## src/design/assert_macros.svh

```systemverilog
// Assertion macros shared by the ordered list RTL.
`ifndef ASSERT_MACROS_SVH
`define ASSERT_MACROS_SVH

// Clocked assertion, disabled while reset is asserted.
`define OLIR_ASSERT(label, prop, msg) \
	label: assert property (@(posedge clk) disable iff (!arst_n) prop) else $error(msg);

// Clocked implication, disabled while reset is asserted.
`define OLIR_ASSERT_IMP(label, ante, cons, msg) \
	label: assert property (@(posedge clk) disable iff (!arst_n) (ante) |-> (cons)) \
		else $error(msg);

`endif

```

## src/design/olir_pkg.sv

```systemverilog
// Package with opcodes, status codes and cell control types of the ordered list.
`timescale 1ns / 1ps
`default_nettype none

package olir_pkg;

	localparam int OPCODE_BITS = 3;
	localparam int INDEX_BITS  = 7;
	localparam int VALUE_BITS  = 32;
	localparam int STATUS_BITS = 2;
	localparam int COUNT_BITS  = 7;

	typedef enum logic [OPCODE_BITS-1:0] {
		OP_INSERT     = 3'd0,
		OP_APPEND     = 3'd1,
		OP_REPLACE    = 3'd2,
		OP_REMOVE_IDX = 3'd3,
		OP_REMOVE_VAL = 3'd4,
		OP_GET        = 3'd5
	} op_t;

	typedef enum logic [STATUS_BITS-1:0] {
		ST_OK       = 2'd0,
		ST_BOUNDS   = 2'd1,
		ST_FULL     = 2'd2,
		ST_NOTFOUND = 2'd3
	} status_t;

	typedef enum logic [1:0] {
		ACT_NONE       = 2'd0,
		ACT_INSERT     = 2'd1,
		ACT_WRITE      = 2'd2,
		ACT_SHIFT_DOWN = 2'd3
	} act_t;

	typedef struct packed {
		logic cmp_en;
		logic by_value;
		act_t act;
	} cell_ctrl_t;

endpackage

`default_nettype wire

```

## src/design/olir_cell.sv

```systemverilog
// One list cell: holds an entry, compares it, and shifts with its neighbors.
`timescale 1ns / 1ps
`default_nettype none

module olir_cell import olir_pkg::*; #(
	parameter int IDX = 0,
	parameter int PW  = 7,
	parameter int EW  = 32
) (
	input  wire logic          clk,
	input  wire cell_ctrl_t    ctrl,
	input  wire logic [PW-1:0] pos,
	input  wire logic [PW-1:0] count,
	input  wire logic [EW-1:0] value,
	input  wire logic          shift_dn,
	input  wire logic [EW-1:0] below,
	input  wire logic [EW-1:0] above,
	output logic      [EW-1:0] entry,
	output logic               mark,
	output logic      [EW-1:0] rd_part
);

	localparam logic [PW-1:0] MY = PW'(IDX);

	logic [EW-1:0] entry_q;
	logic          match_q;

	always_ff @(posedge clk) begin
		if (ctrl.cmp_en) begin
			if (ctrl.by_value) begin
				match_q <= (entry_q == value) && (MY < count);
			end else begin
				match_q <= (MY == pos);
			end
		end
	end

	always_ff @(posedge clk) begin
		unique case (ctrl.act)
			ACT_INSERT: begin
				if (MY > pos) begin
					entry_q <= below;
				end else if (MY == pos) begin
					entry_q <= value;
				end
			end
			ACT_WRITE: begin
				if (MY == pos) begin
					entry_q <= value;
				end
			end
			ACT_SHIFT_DOWN: begin
				if (shift_dn) begin
					entry_q <= above;
				end
			end
			ACT_NONE: begin
			end
			default: begin
			end
		endcase
	end

	assign entry   = entry_q;
	assign mark    = match_q;
	assign rd_part = match_q ? entry_q : '0;

endmodule

`default_nettype wire

```

## config.mk

```make
export PLATFORM = sky130hd
export DESIGN_NAME = olir_cell
export DESIGN_NICKNAME = d
export VERILOG_FILES = /design/src/design/assert_macros.svh /design/src/design/olir_pkg.sv /design/src/design/olir_cell.sv
export SDC_FILE = /design/constraint.sdc
export NUM_CORES = 1
export LEC_CHECK = 0
export BUFFER_PORTS_ARGS = -buffer_cell sky130_fd_sc_hd__buf_2
export CAP_MARGIN = 20
export CORE_MARGIN = 2
export CORE_UTILIZATION = 40
export CTS_BUF_LIST = sky130_fd_sc_hd__clkbuf_16
export CTS_CLUSTER_DIAMETER = 30
export DETAILED_ROUTE_END_ITERATION = 6
export PLACE_DENSITY = 0.81
export SETUP_SLACK_MARGIN = 0.4
export SYNTH_ARGS = -nofsm -noshare
export SYNTH_HDL_FRONTEND = slang
export SYNTH_SLANG_ARGS = --single-unit
```

## constraint.sdc

```tcl
create_clock -name clk -period 3.46 [get_ports clk]
set_input_delay 0.173 -clock clk [delete_from_list [all_inputs] [get_ports clk]]
set_output_delay 0.173 -clock clk [all_outputs]
set_load 0.02 [all_outputs]
```

-- Word-level counts from Yosys, hierarchy flattened
Cells that the tools add are included.
- register bits after elaboration: 33
- input bits: 116
- output and inout port bits: 65
- word-level logic and storage cells: 19
- reduce and logical (&&, ||, !) cells: 4
- magnitude comparators: 2
- equality and inequality tests: 5
- mux-type cells: 6
- operators with widths (cell ; count):
    $mux 32 ; 4
    $pmux 32 s3 ; 1
    $eq 32x32->1 ; 1
    $gt 1x7->1 const A ; 1
    $logic_not 7->1 ; 1
    $lt 1x7->1 const A ; 1
    $eq 2x2->1 const B ; 2
    $reduce_bool 3->1 ; 1
    $eq 2x1->1 const B ; 1
    $ne 2x2->1 const B ; 1
    $reduce_and 2->1 ; 1
    $logic_and 1x1->1 ; 1
    $mux 1 ; 1

-- Logic depth before layout (Yosys ltp)
Gate-level depths: netlist of the first run.
- depth in word-level cells: 4
- mapped depth: 5
- depth with buffers taken out: 4

-- Worst setup path after synthesis of the first run
OpenSTA, ideal clock, no wires.
- path kind: input -> register
- start: in ctrl[1] in the netlist's numbering
- end: reg entry_q[0] (netlist: entry[0]) (enable)
- cell stages on the path: 4
- data required time: 3.028 ns
- setup slack: 0.731 ns
- arrival: 2.297 ns
- path through: and2_1 -> buf_2 -> clkbuf_1 -> a21oi_1
- longest elaborated chain between the ends: 3
- elaborated cells between the ends (all ways): 6
- ends and longest elaborated chain (item ; line ; source):
    start: declaration ; olir_cell.sv:11 ; input wire cell_ctrl_t ctrl,
    $eq 2x2->1 or $eq 2x1->1 (tied branches) ; olir_cell.sv:39 ; unique case (ctrl.act)
    $ne 2x2->1 (no line) or $reduce_bool 3->1 (tied branches) ; n/a ;
    $reduce_and 2->1 (no line) (*) ; n/a ;
    end signal: assignment ; olir_cell.sv:42 ; entry_q <= below;
    end signal: assignment ; olir_cell.sv:44 ; entry_q <= value;
    end signal: assignment ; olir_cell.sv:49 ; entry_q <= value;
    end: declaration ; olir_cell.sv:25 ; logic [EW-1:0] entry_q;
Mark *: on every way between the ends. The rest lies on a longest branch, timed or not.
A chain may end at the register's enable or synchronous reset.

-- Worst setup path after layout of the first run
- start: reg match_q (netlist: mark)
- end: out rd_part[14]
- longest elaborated chain between the ends: 1
- ends and longest elaborated chain (item ; line ; source):
    start: declaration ; olir_cell.sv:26 ; logic match_q;
    start signal: assignment ; olir_cell.sv:31 ; match_q <= (entry_q == value) && (MY < count);
    start signal: assignment ; olir_cell.sv:33 ; match_q <= (MY == pos);
    $mux 32 ; olir_cell.sv:66 ; assign rd_part = match_q ? entry_q : '0;
    end: declaration ; olir_cell.sv:20 ; output logic [EW-1:0] rd_part
No other way between the ends.

==> summary.md, run 1 <==
| Metric | Value |
|---|---|
| RSZ-0062 raised after global routing | false |
| Clock Power Share | 0.369 |
| Register area share after synthesis | 0.433 |
| DRT Pass-1 Iters | 4 |
| Rows | 27 |
| CP required | 3290 ps |
| Pint | 1.10 mW |
| Fill cell count | 512 |
| Layout cells sized above 1 | 0.437 |
| Netlist Area Pre-Place | 2290 um^2 |
| WL final | 6050 um |
| Max Clk Rate | 561 MHz |
| DR vias | 2146 |
| Combinational group share of total power | 0.265 |
| Lkg Pwr | 1.64 nW |
| CTS tree | yes |
| Top delay family on crit path | flip-flops |
| Total track usage | 0.195 |
| Sequential Power Share | 0.366 |
| Final GP Congestion | 0.723 |
| Die X | 79.6 um |
| First-pass GRT wire length | 9600 um |
| Outcome | completed |
| Initial Util | 0.416 |
| R2R setup slack | 1990 ps |
| Synth cell types | 21 |
| Buffers plus inverters on the worst setup path | 1 |
| Drt wl/cell | 13.6 um |
| Syn Area/Cell | 9.99 um^2 |
| Mapped Nets | 345 |
| Pin count of the biggest net entering global routing | 65 |
| Setup slack after layout | 1680 ps |
| Slowest CP cell | edfxtp_1 |
| Multi-input gate area | 1230 um^2 |
| Die area | 6340 um^2 |
| Number of nets in the layout | 488 |
| Critical Path Sink Type | output port |
| Final HPWL from detailed placement | 4500 um |
| Yosys synthesis warning count | 0 |
| Area Overhead vs Synth | 42.3% |
| #FFs+latches synth | 33 |
| H-tree depth | 2 |
| # clock sinks | 33 |
| # Post-CTS Setup Buffers | 0 |
| Critical Path Fanout Max | 33 |
| Max_cap viols | 0 |
| Hold buffers post-CTS | 0 |
| Crit start category | flop |
| Place WS | 1450 ps |
| WS Path Type | reg2out |
| Switching share of total power | 0.292 |
| Clock Skew | 2.80 ps |
| # DRC | 0 |
| Detail Route Antenna Nets | 0 |
| CTS Buffer Depth | 2 |
| Peak supply drop | 0.376 mV |
| Inserted Diodes | 0 |
| Fin util | 0.591 |
| Net Sw Power | 0.454 mW |
| Final hold violations | 0 |
| Vias in the first global route | 2047 |
| IO Count | 181 |
| Worst min path class | in2reg |
| CTS Buf Count | 5 |
| Pwr dens | 477 nW/um^2 |
| Worst slew pin tran | 1050 ps |
| Min Clock Period, post-route | 1780 ps |
| Hold path start | ctrl[3] |
| Worst-path cell chain | and2_1 > buf_2 |
| Via-to-Cell Ratio | 4.82 |
| GRT overflow | 0 |
| Chip Height | 79.6 um |
| Resized Gates After CTS | 0 |
| Fin. max-slew vios | 0 |
| Final setup fails | 0 |
| Initial drt markers | 86 |
| Worst EP arrival | 1610 ps |
| Rel. slew slack | 0.295 |
| Period utilisation layout | 0.515 |
| Root Buffer | clkbuf_16 |
| Port bufs | 148 |
| Core area | 5510 um^2 |
| Worst setup path start | mark |
| Skew-Pair Late Insertion Delay | 270 ps |
| Max incr delay on CP | 940 ps |
| TNS Setup | 0 ps |
| Mapped Cells | 229 |
| Initial antenna violation count | 0 |
| Seq. cell area | 991 um^2 |
| Reg2reg start | entry[16] |
| Worst-path clk slew | 50 ps |
-- Yosys cell counts --
| cell type | instances | share of area |
|---|---|---|
| and2_1 | 33 | 0.090 |
| edfxtp_1 | 33 | 0.43 |
| nand2_1 | 33 | 0.054 |
| mux2i_1 | 32 | 0.14 |
| xnor2_1 | 32 | 0.12 |
| o21ai_0 | 27 | 0.059 |
| clkbuf_1 | 9 | 0.015 |
| nand4_1 | 7 | 0.019 |
| o21ai_1 | 5 | 0.011 |
| buf_6 | 3 | 0.015 |
| nor3_1 | 3 | 0.0066 |
| nor2_1 | 2 | 0.0033 |
| nor4_2 | 2 | 0.011 |
| a21oi_1 | 1 | 0.0022 |
| a31o_2 | 1 | 0.0038 |
| buf_2 | 1 | 0.0022 |
| inv_1 | 1 | 0.0016 |
| nand2_2 | 1 | 0.0027 |
| nand3_1 | 1 | 0.0022 |
| nor4_1 | 1 | 0.0027 |
| or4_1 | 1 | 0.0033 |
-- logic make-up after synthesis --
family	after synthesis	share of synthesized area
compound gates	34	0.0760
xor+xnor	32	0.122
buf+inv	14	0.0333
flops	33	0.433
mux	32	0.140
simple gates	84	0.195
-- flip-flops by register name (all words and copies together) (netlist names) --
| signal | count |
|---|---|
| entry | 32 |
| mark | 1 |
-- layout make-up --
class / instances / area share
inverters: 1 / 0.00115
repair buffers: 149 / 0.230
well taps: 72 / 0.0277
clock inverters: 3 / 0.0200
clock buffers: 5 / 0.0384
multi-input cells: 182 / 0.379
flip-flops and latches: 33 / 0.304
-- power by group through the flow --
stage          clock, mW  combinational, mW  sequential [mW]
6_report           0.573              0.412            0.568
5_1_grt            0.601              0.449            0.579
4_1_cts            0.584              0.417            0.569
3_5_place_dp           0              0.416            0.577
3_3_place_gp           0              0.409            0.572
2_1_floorplan          0              0.194            0.626
-- path summary, 6_finish.rpt --
kind | to | cells after the start
setup / recovery | rd_part[14] | 2
hold / removal | mark | 1
setup reg to reg | mark | 4
hold reg to reg | entry[29] | 2
-- metal layers --
metal  global-route usage  routed length, um  up-vias
met3               0.0441                386        6
met2                0.349               2940       86
li1                     -                  -     1092
met1                0.234               2670      962
met5                    0                  0        -
met4               0.0500                 47        0
-- worst register-to-register path, cell delays in order (launching register included) --
cell and delay, ps:
edfxtp_1 430, xnor2_1 230, nand4_1 150, nor4_1 330, a31o_2 200
-- cells in the final DEF, fill, tap and decap left out, types with 2 or more instances in the layout --
| master | n |
|---|---|
| nor4_2 | 2 |
| mux2i_1 | 32 |
| nor3_1 | 3 |
| nor2_1 | 2 |
| bufinv_16 | 2 |
| clkbuf_16 | 5 |
| and2_1 | 32 |
| o21ai_0 | 27 |
| nand4_1 | 7 |
| xnor2_1 | 32 |
| o21ai_1 | 5 |
| buf_2 | 148 |
| edfxtp_1 | 33 |
| nand2_1 | 33 |
-- stage by stage --
stage          hold WS [ps]  cell area (um^2)  power, mW  std cells
3_3_place_gp            373              3070      0.980        437
3_5_place_dp            377              3070      0.992        437
6_report               99.8              3260       1.55        445
2_1_floorplan           285              2290      0.821        229
4_1_cts                92.3              3260       1.57        445
5_1_grt                91.7              3260       1.63        445
No activity file was read; power rests on OpenSTA's default activity.
==> inputs of run 2 (changes only) <==
ABC_AREA = 1   (was not set)
CORE_UTILIZATION = 42   (was 40)
clock period = 1.77 ns   (was 3.46 ns; I/O delays follow)
==> summary.md, run 2 <==
| Metric | Value |
|---|---|
| Min Clock Period, post-route | 1300 ps |
| Synth cell types | 20 (-4.8%) |
| CTS Buf Count | 5 (unchanged) |
| Worst-path clk slew | 50 ps (about the same) |
| Clock Skew | 4.85 ps (+2.05 ps) |
| #FFs+latches synth | 33 (unchanged) |
| Simple-Gate Fraction of Synth Area | 0.289 (+0.0941) |
| # DRC | 0 (unchanged) |
| Period utilisation layout | 0.736 |
| Inserted Diodes | 0 (unchanged) |
| Pin count of the biggest net entering global routing | 63 (-3.1%) |
| R2R setup slack | 470 ps (-1520 ps) |
| Yosys synthesis warning count | 0 (unchanged) |
| Drt wl/cell | 11.9 um (-12%) |
| Most common cell after layout, fill and taps aside | buf_2 |
| Asr flop ratio synth | 0 (unchanged) |
| CTS tree | yes |
| Port bufs | 148 (unchanged) |
| Count leader, synth | nand2_1 |
| Initial Util | 0.441 (+0.0255) |
| Cell area after layout | 3710 um^2 (+14%) |
| Worst slew pin tran | 344 ps (-711 ps) |
| Post-synth top cells | 140 x nand2_1, 82 x inv_1, 50 x o21ai_1 |
| XOR/XNOR share of the synthesized area | 0.0431 (-0.0794) |
| Max reg flops | 32 (unchanged) |
| Outcome | completed |
| Rows | 28 (+3.7%) |
| Fin. max-slew vios | 0 (unchanged) |
| Final hold violations | 0 (unchanged) |
| Final setup fails | 0 (unchanged) |
| # clock sinks | 33 (unchanged) |
| Chip Height | 83.3 um (+4.6%) |
| Area Overhead vs Synth | 40.3% |
| CTS Buffer Depth | 2 (unchanged) |
| IO Count | 181 (unchanged) |
| Yosys top cell by area | edfxtp_1 |
| Netlist Area Pre-Place | 2640 um^2 (+15%) |
| H-tree depth | 2 (unchanged) |
| Skew-Pair Late Insertion Delay | 270 ps (about the same) |
| Detail Route Antenna Nets | 0 (unchanged) |
| Worst EP arrival | 1440 ps (-170 ps) |
| Place WS | 288 ps (-1170 ps) |
| Adder-Cell Fraction of Synth Area | 0 (unchanged) |
| Crit start category | flop |
| Largest family of logic cells by synthesized area | simple AND/OR/NAND/NOR gates |
| Final HPWL from detailed placement | 5610 um (+25%) |
| Register area share after synthesis | 0.375 (-0.0580) |
| DR vias | 2955 (+38%) |
| CP required | 1910 ps (-1380 ps) |
| Final GP Congestion | 0.823 (+14%) |
| Critical Path Fanout Max | 4 (-88%) |
| DRT Pass-1 Iters | 4 (unchanged) |
| Most frequent cells in the layout | 148 x buf_2, 135 x nand2_1, 81 x inv_1 |
| Rel. slew slack | 0.771 (+0.475) |
| Pwr dens | 780 nW/um^2 (+64%) |
| Peak supply drop | 0.620 mV (+65%) |
| Top FF cell, synth | edfxtp_1 |
| Initial drt markers | 126 (+47%) |
| RSZ-0062 raised after global routing | true |
| Dpl cell area | 3460 um^2 (+13%) |
| Worst min path class | in2reg |
| Lkg Pwr | 2.10 nW (+28%) |
| Total track usage | 0.204 (+0.00954) |
| Top-area cell type share of the netlist area | 0.375 (-0.0580) |
| Mapped Nets | 513 (+49%) |
| Die area | 6940 um^2 (+9.5%) |
| Post-synth EDFFs | 33 (unchanged) |
| WS Path Type | reg2reg |
| Number of nets in the layout | 672 (+38%) |
| Max Clk Rate | 768 MHz |
| Die X | 83.3 um (+4.6%) |
| Syn Area/Cell | 6.66 um^2 (-33%) |
| GRT overflow | 0 (unchanged) |
| Vias in the first global route | 2711 (+32%) |
| First-pass GRT wire length | 11800 um (+23%) |
| Setup slack after layout | 468 ps (-1210 ps) |
| WL final | 7530 um (+25%) |
| Synth Area in Compound Gates | 0.133 (+0.0571) |
| Core area | 5990 um^2 (+8.8%) |
| TNS Setup | 0 ps (unchanged) |
| Via-to-Cell Ratio | 4.68 (-3.0%) |
| Layout cells sized above 1 | 0.355 (-0.0815) |
| Max_cap viols | 0 (unchanged) |
| Post-synthesis mux area share | 0 (-0.140) |
| Root Buffer | clkbuf_16 |
| Mapped Cells | 397 (+73%) |
| Critical Path Sink Type | flop |
| Fin util | 0.619 (+0.0274) |
| Largest cells by area after synthesis | edfxtp_1 38%, nand2_1 20%, inv_1 12% |
| Initial antenna violation count | 0 (unchanged) |
[run 2: repair_timing]
action,4_1_cts,5_1_grt
endpoints found under the setup margin,27,1
resized for setup,0,7
hold buffers,0,0
pin swaps,0,8
buffers inserted,2,11
[run 2: path summary, 6_finish.rpt]
check | depth (start not counted) | end | start
setup / recovery | 7 | mark | entry[8]
hold / removal | 1 | mark | ctrl[3]
setup reg to reg | 7 | mark | entry[8]
hold reg to reg | 2 | entry[22] | entry[22]
[run 2: per-stage QoR]
| step | power, mW | hold slack, ps | cells |
|---|---|---|---|
| global placement | 2.00 | 294 | 611 |
| floorplan | 1.67 | 201 | 397 |
| finish | 2.89 | 21.8 | 632 |
| CTS | 2.86 | 14.5 | 621 |
| global route | 3.05 | 24.1 | 632 |
| detailed placement | 2.03 | 294 | 611 |
[run 2: critical path, cell delays in order (launching register included)]
cell,delay [ps]
edfxtp_1,450
xnor2_1,220
nand2_1,100
nor2_1,100
nand2_1,60
nor2_1,100
nand2_1,70
nand2_1,60
[run 2: where the power goes]
| group | total [mW] | switching [mW] | internal (mW) |
|---|---|---|---|
| Sequential | 1.10 | 0.103 | 0.993 |
| Clock | 0.816 | 0.308 | 0.508 |
| Combinational | 0.979 | 0.573 | 0.406 |
| Total | 2.89 | 0.984 | 1.91 |
[run 2: final cells by class]
class	instances	area (um^2)
multi-input combinational	266	1260
inverter	82	308
clock buffer	5	125
clock inverter	3	12.5
sequential	33	991
timing repair buffer	168	920
tap	75	93.8
fill	563	2280
[run 2: logic make-up after synthesis]
family                    Yosys count
and+or+nand+nor                   188
buffers and inverters              98
AOI/OAI and AO/OA                  65
DFF                                33
xor gates and xnor gates           13
[run 2: layer usage]
layer	track usage	routed length, um
met2	0.384	3880
met4	0.0566	87
met1	0.230	3070
met3	0.0437	482
met5	0	0
